===== src/rtl/core/bqlp_pkg.sv =====
// Shared constants and types of the biquad low-pass filter with output gain.
`default_nettype none

package bqlp_pkg;

  // Default width of the audio sample carried in the low bits of each input word.
  localparam int unsigned SAMPLE_BITS_DEF = 24;
  // Fraction bits of the filter coefficients (Q3.28).
  localparam int unsigned COEF_FRAC_BITS  = 28;

  localparam int unsigned WORD_W     = 32;
  localparam int unsigned COEF_W     = 32;
  localparam int unsigned GAIN_W     = 17;
  localparam int unsigned Q_W        = 48;  // feedback outputs, Q32.16
  localparam int unsigned Q_HALF_W   = 24;  // feedback outputs enter the multiplier in halves
  localparam int unsigned Q_FRAC_W   = 16;
  localparam int unsigned OUT_DATA_W = 24;
  localparam int unsigned OUT_HDR_W  = WORD_W - OUT_DATA_W;
  localparam int unsigned CFG_ADDR_W = 5;
  localparam int unsigned REG_IDX_W  = 3;

  localparam logic [OUT_HDR_W-1:0] OUT_HEADER = 8'hFF;
  localparam logic [GAIN_W-1:0]    GAIN_RESET = 17'h10000;

  // Register index, taken from paddr[4:2].
  typedef enum logic [REG_IDX_W-1:0] {
    REG_B0   = 3'd0,
    REG_B1   = 3'd1,
    REG_B2   = 3'd2,
    REG_A1   = 3'd3,
    REG_A2   = 3'd4,
    REG_GAIN = 3'd5
  } reg_idx_e;

  // Left shift applied to a product before it enters the accumulator.
  typedef enum logic [1:0] {
    SHL_0  = 2'd0,
    SHL_16 = 2'd1,
    SHL_24 = 2'd2
  } shl_e;

endpackage

`default_nettype wire


===== src/rtl/core/biquad_lowpass_with_gain.sv =====
// Direct-form-I biquad low-pass filter with output gain, built on one shared multiplier.
`default_nettype none

// Usage
// The input channel (in_valid_i, in_ready_o, in_word_i) takes one audio sample per beat
// in the low SAMPLE_BITS bits of the word, read as two's complement. The output channel
// (out_valid_o, out_ready_i, out_word_o) returns one beat per input beat, with 0xFF in
// bits 31..24 and the filtered, gain-scaled sample, wrapped to 24 bits, below.
// Coefficients and gain are written through the APB port (b0, b1, b2, a1, a2 at byte
// addresses 0x00..0x10, gain at 0x14); reads return them. The user must write them only
// while no sample is in flight; the block itself does not enforce this.
// From accept to output valid, the single 32 x 25 bit multiplier first computes the
// seven partial products of the filter sum (the 48-bit feedback outputs enter it in
// two halves); then the sum is shifted and saturated, cut to an integer and multiplied
// by the gain, and the product is loaded into the output register. The block is ready
// again once that register is loaded and takes no new sample while one is in process.
// The output register holds a finished beat, so the next sample is taken and processed
// while that beat waits. If the receiver still stalls when the next result is ready,
// the block holds that result in its last step and takes no input until it drains.
// Reset clears the filter history and the coefficients and sets the gain to unity.
module biquad_lowpass_with_gain #(
  parameter int unsigned SAMPLE_BITS = bqlp_pkg::SAMPLE_BITS_DEF
) (
  input  wire                               clk_i,
  input  wire                               rst_ni,
  // Sample input
  input  wire                               in_valid_i,
  output logic                              in_ready_o,
  input  wire  [bqlp_pkg::WORD_W-1:0]       in_word_i,
  // Result output
  output logic                              out_valid_o,
  input  wire                               out_ready_i,
  output logic [bqlp_pkg::WORD_W-1:0]       out_word_o,
  // Configuration port
  input  wire                               psel,
  input  wire                               penable,
  input  wire                               pwrite,
  input  wire  [bqlp_pkg::CFG_ADDR_W-1:0]   paddr,
  input  wire  [bqlp_pkg::COEF_W-1:0]       pwdata,
  output logic [bqlp_pkg::COEF_W-1:0]       prdata,
  output logic                              pready
);
  import bqlp_pkg::*;

  // Multiplier B operand holds a sample, a feedback half or the gain.
  localparam int unsigned MB_W   = ((SAMPLE_BITS > Q_HALF_W) ? SAMPLE_BITS : Q_HALF_W) + 1;
  localparam int unsigned PROD_W = COEF_W + MB_W;
  // The accumulator holds the exact filter sum before scaling.
  localparam int unsigned FF_W   = COEF_W + SAMPLE_BITS + 2 + Q_FRAC_W;
  localparam int unsigned FB_W   = COEF_W + Q_W + 1;
  localparam int unsigned ACC_W  = ((FF_W > FB_W) ? FF_W : FB_W) + 2;

  typedef enum logic [2:0] {
    ST_IDLE,
    ST_MAC,
    ST_SAT,
    ST_TRUNC,
    ST_GMUL,
    ST_OUT
  } state_e;

  // Configuration registers
  logic signed [COEF_W-1:0] coef_b0_q, coef_b1_q, coef_b2_q, coef_a1_q, coef_a2_q;
  logic [GAIN_W-1:0]        out_gain_q;
  reg_idx_e                 reg_idx;
  logic                     cfg_wr;

  // Datapath state
  state_e                    state_q;
  logic [2:0]                step_q;
  logic signed [SAMPLE_BITS-1:0] x_q, prev_in_1_q, prev_in_2_q;
  logic signed [Q_W-1:0]     prev_out_1_q, prev_out_2_q;
  logic signed [ACC_W-1:0]   acc_q, acc_d;
  logic signed [PROD_W-1:0]  prod_q;
  shl_e                      prod_shl_q, mul_shl;
  logic                      prod_sub_q, mul_sub;
  logic signed [COEF_W-1:0]  whole_q, whole_d;
  logic                      out_valid_q;
  logic [WORD_W-1:0]         out_word_q;

  // Shared multiplier
  logic signed [COEF_W-1:0]  mul_a;
  logic signed [MB_W-1:0]    mul_b;
  logic signed [PROD_W-1:0]  mul_p;

  logic signed [ACC_W-1:0]   term;
  logic signed [ACC_W-1:0]   acc_shr;
  logic                      sat_ovf;
  logic signed [Q_W-1:0]     y_sat;
  logic signed [Q_W-1:0]     y_bias;
  logic signed [PROD_W-1:0]  p_bias;

  // ---------------------------------------------------------------------------
  // Configuration port
  // ---------------------------------------------------------------------------
  assign pready  = 1'b1;
  assign reg_idx = reg_idx_e'(paddr[CFG_ADDR_W-1:2]);
  assign cfg_wr  = psel && penable && pwrite;

  always_ff @(posedge clk_i or negedge rst_ni) begin
    if (!rst_ni) begin
      coef_b0_q  <= '0;
      coef_b1_q  <= '0;
      coef_b2_q  <= '0;
      coef_a1_q  <= '0;
      coef_a2_q  <= '0;
      out_gain_q <= GAIN_RESET;
    end else if (cfg_wr) begin
      unique case (reg_idx)
        REG_B0:   coef_b0_q  <= pwdata;
        REG_B1:   coef_b1_q  <= pwdata;
        REG_B2:   coef_b2_q  <= pwdata;
        REG_A1:   coef_a1_q  <= pwdata;
        REG_A2:   coef_a2_q  <= pwdata;
        REG_GAIN: out_gain_q <= pwdata[GAIN_W-1:0];
        default: ;
      endcase
    end
  end

  always_comb begin
    unique case (reg_idx)
      REG_B0:   prdata = coef_b0_q;
      REG_B1:   prdata = coef_b1_q;
      REG_B2:   prdata = coef_b2_q;
      REG_A1:   prdata = coef_a1_q;
      REG_A2:   prdata = coef_a2_q;
      REG_GAIN: prdata = {{(COEF_W-GAIN_W){1'b0}}, out_gain_q};
      default:  prdata = '0;
    endcase
  end

  // ---------------------------------------------------------------------------
  // Operand selection. Sum steps 0 to 6 each issue one partial product; the
  // feedback outputs are split into an unsigned low half and a signed high half.
  // ---------------------------------------------------------------------------
  always_comb begin
    mul_a   = '0;
    mul_b   = '0;
    mul_shl = SHL_0;
    mul_sub = 1'b0;
    if (state_q == ST_GMUL) begin
      mul_a = whole_q;
      mul_b = {{(MB_W-GAIN_W){1'b0}}, out_gain_q};
    end else begin
      unique case (step_q)
        3'd0: begin
          mul_a   = coef_b0_q;
          mul_b   = {{(MB_W-SAMPLE_BITS){x_q[SAMPLE_BITS-1]}}, x_q};
          mul_shl = SHL_16;
        end
        3'd1: begin
          mul_a   = coef_b1_q;
          mul_b   = {{(MB_W-SAMPLE_BITS){prev_in_1_q[SAMPLE_BITS-1]}}, prev_in_1_q};
          mul_shl = SHL_16;
        end
        3'd2: begin
          mul_a   = coef_b2_q;
          mul_b   = {{(MB_W-SAMPLE_BITS){prev_in_2_q[SAMPLE_BITS-1]}}, prev_in_2_q};
          mul_shl = SHL_16;
        end
        3'd3: begin
          mul_a   = coef_a1_q;
          mul_b   = {{(MB_W-Q_HALF_W){1'b0}}, prev_out_1_q[Q_HALF_W-1:0]};
          mul_sub = 1'b1;
        end
        3'd4: begin
          mul_a   = coef_a1_q;
          mul_b   = {{(MB_W-Q_HALF_W){prev_out_1_q[Q_W-1]}}, prev_out_1_q[Q_W-1:Q_HALF_W]};
          mul_shl = SHL_24;
          mul_sub = 1'b1;
        end
        3'd5: begin
          mul_a   = coef_a2_q;
          mul_b   = {{(MB_W-Q_HALF_W){1'b0}}, prev_out_2_q[Q_HALF_W-1:0]};
          mul_sub = 1'b1;
        end
        3'd6: begin
          mul_a   = coef_a2_q;
          mul_b   = {{(MB_W-Q_HALF_W){prev_out_2_q[Q_W-1]}}, prev_out_2_q[Q_W-1:Q_HALF_W]};
          mul_shl = SHL_24;
          mul_sub = 1'b1;
        end
        default: ;
      endcase
    end
  end

  assign mul_p = PROD_W'(mul_a) * PROD_W'(mul_b);

  // Accumulate the product registered in the previous step.
  always_comb begin
    unique case (prod_shl_q)
      SHL_16:  term = ACC_W'(prod_q) <<< Q_FRAC_W;
      SHL_24:  term = ACC_W'(prod_q) <<< Q_HALF_W;
      default: term = ACC_W'(prod_q);
    endcase
    acc_d = prod_sub_q ? (acc_q - term) : (acc_q + term);
  end

  // Floor shift to Q32.16, then saturate to 48 bits.
  assign acc_shr = acc_q >>> COEF_FRAC_BITS;
  assign sat_ovf = (acc_shr[ACC_W-1:Q_W-1] != {(ACC_W-Q_W+1){acc_shr[ACC_W-1]}});
  always_comb begin
    if (!sat_ovf) begin
      y_sat = acc_shr[Q_W-1:0];
    end else if (acc_shr[ACC_W-1]) begin
      y_sat = {1'b1, {(Q_W-1){1'b0}}};
    end else begin
      y_sat = {1'b0, {(Q_W-1){1'b1}}};
    end
  end

  // Truncation toward zero: add 2^16-1 to a negative value before the shift.
  assign y_bias  = prev_out_1_q + {{(Q_W-Q_FRAC_W){1'b0}}, {Q_FRAC_W{prev_out_1_q[Q_W-1]}}};
  assign whole_d = y_bias[Q_W-1:Q_FRAC_W];
  assign p_bias  = prod_q + {{(PROD_W-Q_FRAC_W){1'b0}}, {Q_FRAC_W{prod_q[PROD_W-1]}}};

  // ---------------------------------------------------------------------------
  // Sequencer
  // ---------------------------------------------------------------------------
  always_ff @(posedge clk_i or negedge rst_ni) begin
    if (!rst_ni) begin
      state_q      <= ST_IDLE;
      step_q       <= '0;
      x_q          <= '0;
      prev_in_1_q  <= '0;
      prev_in_2_q  <= '0;
      prev_out_1_q <= '0;
      prev_out_2_q <= '0;
      acc_q        <= '0;
      prod_q       <= '0;
      prod_shl_q   <= SHL_0;
      prod_sub_q   <= 1'b0;
      whole_q      <= '0;
      out_valid_q  <= 1'b0;
      out_word_q   <= '0;
    end else begin
      // A finished result loads the output register once it is free or drains now.
      if (state_q == ST_OUT && (!out_valid_q || out_ready_i)) begin
        out_valid_q <= 1'b1;
        out_word_q  <= {OUT_HEADER, p_bias[Q_FRAC_W+OUT_DATA_W-1:Q_FRAC_W]};
      end else if (out_valid_q && out_ready_i) begin
        out_valid_q <= 1'b0;
      end
      unique case (state_q)
        ST_IDLE: begin
          if (in_valid_i) begin
            x_q     <= in_word_i[SAMPLE_BITS-1:0];
            acc_q   <= '0;
            step_q  <= '0;
            state_q <= ST_MAC;
          end
        end
        ST_MAC: begin
          prod_q     <= mul_p;
          prod_shl_q <= mul_shl;
          prod_sub_q <= mul_sub;
          if (step_q != 3'd0) begin
            acc_q <= acc_d;
          end
          step_q <= step_q + 3'd1;
          if (step_q == 3'd7) begin
            state_q <= ST_SAT;
          end
        end
        ST_SAT: begin
          prev_in_2_q  <= prev_in_1_q;
          prev_in_1_q  <= x_q;
          prev_out_2_q <= prev_out_1_q;
          prev_out_1_q <= y_sat;
          state_q      <= ST_TRUNC;
        end
        ST_TRUNC: begin
          whole_q <= whole_d;
          state_q <= ST_GMUL;
        end
        ST_GMUL: begin
          prod_q  <= mul_p;
          state_q <= ST_OUT;
        end
        ST_OUT: begin
          if (!out_valid_q || out_ready_i) begin
            state_q <= ST_IDLE;
          end
        end
        default: state_q <= ST_IDLE;
      endcase
    end
  end

  assign in_ready_o  = (state_q == ST_IDLE);
  assign out_valid_o = out_valid_q;
  assign out_word_o  = out_word_q;

  // ---------------------------------------------------------------------------
  // Assertions
  // ---------------------------------------------------------------------------
  a_accept_starts_sum : assert property (@(posedge clk_i) disable iff (!rst_ni)
    (in_valid_i && in_ready_o) |=> (state_q == ST_MAC && step_q == 3'd0))
    else $error("accepted sample did not start the multiply sequence");

  a_result_from_out : assert property (@(posedge clk_i) disable iff (!rst_ni)
    $rose(out_valid_o) |-> $past(state_q == ST_OUT))
    else $error("result beat appeared outside the output step");

  a_stall_holds : assert property (@(posedge clk_i) disable iff (!rst_ni)
    (state_q == ST_OUT && out_valid_o && !out_ready_i) |=> (state_q == ST_OUT))
    else $error("pending result overwritten while receiver stalls");

  a_mac_length : assert property (@(posedge clk_i) disable iff (!rst_ni)
    (state_q == ST_SAT) |-> $past(state_q == ST_MAC && step_q == 3'd7))
    else $error("saturation step entered before the sum completed");

endmodule

`default_nettype wire

===== config.mk =====
export PLATFORM = sky130hd
export DESIGN_NAME = biquad_lowpass_with_gain
export DESIGN_NICKNAME = d
export VERILOG_FILES = /design/src/rtl/core/bqlp_pkg.sv /design/src/rtl/core/biquad_lowpass_with_gain.sv
export SDC_FILE = /design/constraint.sdc
export NUM_CORES = 2
export LEC_CHECK = 0
export ABC_AREA = 1
export BUFFER_PORTS_ARGS = -buffer_cell sky130_fd_sc_hd__buf_2
export CAP_MARGIN = 0
export CORE_ASPECT_RATIO = 1.25
export CORE_UTILIZATION = 42
export CTS_BUF_LIST = sky130_fd_sc_hd__clkbuf_4
export DETAILED_ROUTE_END_ITERATION = 10
export PLACE_DENSITY = 0.58
export SYNTH_ARGS = -nofsm -noshare
export SYNTH_HDL_FRONTEND = slang
export SYNTH_SLANG_ARGS = --single-unit
export TNS_END_PERCENT = 100

===== constraint.sdc =====
create_clock -name clk_i -period 16.65 [get_ports clk_i]
set_input_delay 2.4975 -clock clk_i [delete_from_list [all_inputs] [get_ports clk_i]]
set_output_delay 2.4975 -clock clk_i [all_outputs]
set_load 0.005 [all_outputs]

==> impl_results.md <==
* RePlAce Congestion at 0.998
* Setup violators final at 0
* Initial Utilization at 0.425
* GRT overflow at 0
* CP peak stage delay at 0.79 ns
* Vias in the first global route at ~63000
* Post-synthesis sequential area ratio at 0.208
* Initial antenna violation count at 4
* RSZ-0062 raised after global routing: false
* Tightest Pin Transition at roughly 1.3 ns
* Clock transition at the registers of the reported paths at roughly 0.060 ns
* Synthesized area per cell at approximately 7.3 sq um
* CP Launch Type: flip-flop
* First-pass DRT Iterations at 7
* DP HPWL at just over 200000 um
* Status: finished clean
* Num CTS Buffers at 163
* Synth cell types at 63
* Total nets after synthesis at 10306
* Seq cells post-synth at between 500 and 600
* # port buffers at between 100 and 150
* Setup TNS at 0 ns
* Total number of vias at 62067
* CTS Hold Buffers Added at 0
* Max_cap viols at 0
* Critical Path RT at around 18 ns
* Multi-input logic area at roughly 0.045 sq mm
* Filler instances at about 16000
* Critical Path AT at roughly 12 ns
* Die W at between 300 and 400 um
* Clock Skew at 0.0874 ns
* CTS tree: done
* Slew headroom at 0.0994
* Die ar. at about 0.16 sq mm
* Worst reg-to-reg path cell count at 35
* Resize count post-CTS at 0
* Final wirelength at 264000 um
* Die Height at about 450 um
* CTS root buffer: clkbuf_4
* Netlist Area Pre-Place at about 0.067 sq mm
* Share of layout cells above drive strength 1 at 0.0669
* Worst Setup Path Type: reg -> reg
* H-tree Lvls at 4
* Fin. Hold Viols at 0
* Register Area at roughly 0.014 sq mm
* FP Rows at around 160
* Synth Instances at 9134
* Final #Nets at 10370
* First DRT Iteration DRCs at around 5300
* Async SR Flop Fraction at 1.00
* Synth Flop Type: dfrtp_1
* Slowest cell on crit path: inv_2
* Post-synth EDFFs at 0
* CTS Buffer Depth at 3
* CTS sink cnt at 552
* Core region area at around 0.16 sq mm
* FMAX at 92.5 MHz
* Drt drc at 0
* Area grow syn2layout at 7.22%
* Setup bufs post-CTS at 0
* Io pins at 143
* Clock latency on the worst-skew pair at 1.18 ns
* Routed Antenna Nets at 0
* Fin. max-slew vios at 0
* First-pass GRT wire length at 395000 um
* Max FO, Critical Path at 33
* Crit share post-route at 0.649
* Maximum number of pins on one net before global-route repair at approximately 170
* Gr usage total at 0.333
* Final min period at 10.81 ns
* CP Capture Type: flip-flop
* Via density at 5.46
* DR WL/cell at between 20 and 25 um
* Hold Path Depth at 2
* Hold Crit Class: reg -> reg
* CP dominant cell by count: fa_1
* Synth warnings at 0
## cells by family after synthesis
| group | after synthesis | share of synthesized area |
|---|---|---|
| other | 1 | 0.0000564 |
| AND/OR/NAND/NOR | 3900 | 0.235 |
| multiplexers | 10 | 0.00169 |
| flip-flops | 552 | 0.208 |
| AO/OA/AOI/OAI | 1389 | 0.121 |
| buffers and inverters | 2056 | 0.119 |
| adder cells (fa/ha/maj) | 1096 | 0.299 |
| XOR/XNOR | 130 | 0.0171 |
## final timing paths
kind / startpoint / endpoint / slack, ns
max in group asynchronous: rst_ni / prod_q[23] / 12.23
min in group asynchronous: rst_ni / coef_a2_q[31] / 1.32
max: step_q[0] / prod_q[38] / 5.84
min: whole_q[10] / whole_q[10] / 0.49
min reg2reg: whole_q[10] / whole_q[10] / 0.49
max reg2reg: step_q[0] / prod_q[38] / 5.84
## cells in the mapped netlist, types with 3 or more instances
cell       count  area [sq um]
a22oi_1       58           435
nand4_1       74           463
o21bai_1      33           248
o21ai_0      654          3270
nand3_1      310          1550
nor3_1        75           375
inv_1       1674          6280
nor4_1        21           131
o21ai_2        9          78.8
a21o_1        11          82.6
inv_2         28           105
o221ai_1      33           289
buf_4         17           128
dfrtp_1      551         13800
or2_2         18           113
and3_1         4          25.0
nor2_1       991          3720
a2111oi_0      3          26.3
nor3_2         4          40.0
mux2_2        10           113
o21a_1        37           278
o211ai_1      18           135
ha_1         276          3450
nand2_2        4          25.0
clkbuf_1     221           830
a31oi_1       39           244
o31ai_1        4          30.0
a21oi_1      295          1480
clkinv_1      11          41.3
nor2_2        12          75.1
buf_2         87           435
nand2_1     2357          8850
buf_1         16          60.1
o21ai_1       34           170
a21boi_0      11          82.6
o2111ai_1     21           184
a221oi_1      64           561
fa_1         820         16400
xnor2_1       60           526
xor2_1        70           613
o22ai_1       49           307
a211oi_1       5          37.5
nand3b_1      21           158
## metrics by stage
step / hold slack, ns / utilization / instance area (sq um) / cells / setup slack [ns]
global placement: 0.463 / 0.443 / 69300 / 11083 / 6.00
CTS: 0.487 / 0.456 / 71300 / 11362 / 5.89
finish: 0.485 / 0.456 / 71300 / 11370 / 5.84
global route: 0.505 / 0.456 / 71300 / 11369 / 5.42
detailed placement: 0.466 / 0.443 / 69300 / 11083 / 5.96
floorplan: 0.449 / - / 66500 / 9134 / 8.86
## worst max-delay path, delay by kind of cell, from the launching register on
| kind | cells | cell delay [ns] |
|---|---|---|
| AOI/OAI and AO/OA | 10 | 2.46 |
| adders and majority gates | 9 | 4.32 |
| buffers and inverters | 10 | 2.42 |
| DFF | 1 | 0.37 |
| and+or+nand+nor | 6 | 1.05 |
## routing by layer
layer | vias up | GRT usage | part of all wire
li1 | 28551 | - | -
met2 | 2544 | 0.547 | 0.47
met4 | 6 | 0.183 | 0.063
met1 | 30340 | 0.419 | 0.40
met5 | - | 0 | 0.00014
met3 | 626 | 0.0530 | 0.069
## layout make-up
cell class / instances / share of cell area
multi-input cells: 6526 / 0.630
diodes: 8 / 0.000281
clock inverters: 43 / 0.00354
flip-flops and latches: 552 / 0.194
well taps: 2050 / 0.0360
repair buffers: 242 / 0.0212
inverters: 1713 / 0.0902
clock buffers: 236 / 0.0248
## state kept, by name, summed over array words and instances (netlist names)
signal / count
acc_q: 83
prod_q: 57
prev_out_1_q: 48
prev_out_2_q: 48
coef_a1_q: 32
coef_a2_q: 32
coef_b0_q: 32
coef_b1_q: 32
coef_b2_q: 32
whole_q: 32
out_word_o: 25
prev_in_1_q: 24
prev_in_2_q: 24
x_q: 24
out_gain_q: 17
state_q: 3
step_q: 3
prod_shl_q: 2
out_valid_o: 1
prod_sub_q: 1
## cells in the final DEF, fill, tap and decap left out, drive strengths merged, types with 2 or more instances in the layout
| cell | instances |
|---|---|
| o21bai | 33 |
| dfrtp | 551 |
| or2 | 18 |
| clkbuf | 236 |
| nand4 | 76 |
| nand3b | 22 |
| nand2 | 2361 |
| nand3 | 310 |
| o21a | 37 |
| xor2 | 70 |
| diode | 8 |
| and3 | 4 |
| buf | 242 |
| a221oi | 64 |
| a31oi | 39 |
| o21ai | 698 |
| nor3 | 79 |
| a21boi | 12 |
| clkinv | 45 |
| a2111oi | 4 |
| a21oi | 296 |
| a22o | 2 |
| ha | 276 |
| o221ai | 33 |
| a211oi | 5 |
| mux2 | 10 |
| o2111ai | 21 |
| o211ai | 18 |
| inv | 1709 |
| a22oi | 59 |
| nor4 | 21 |
| or3 | 2 |
| fa | 820 |
| xnor2 | 60 |
| a21o | 11 |
| nor2 | 1004 |
| o22ai | 49 |
| o31ai | 4 |
Power is left out: the tool's default activity adds up to more than one toggle a clock period on the data nets, which glitch-free logic cannot reach.
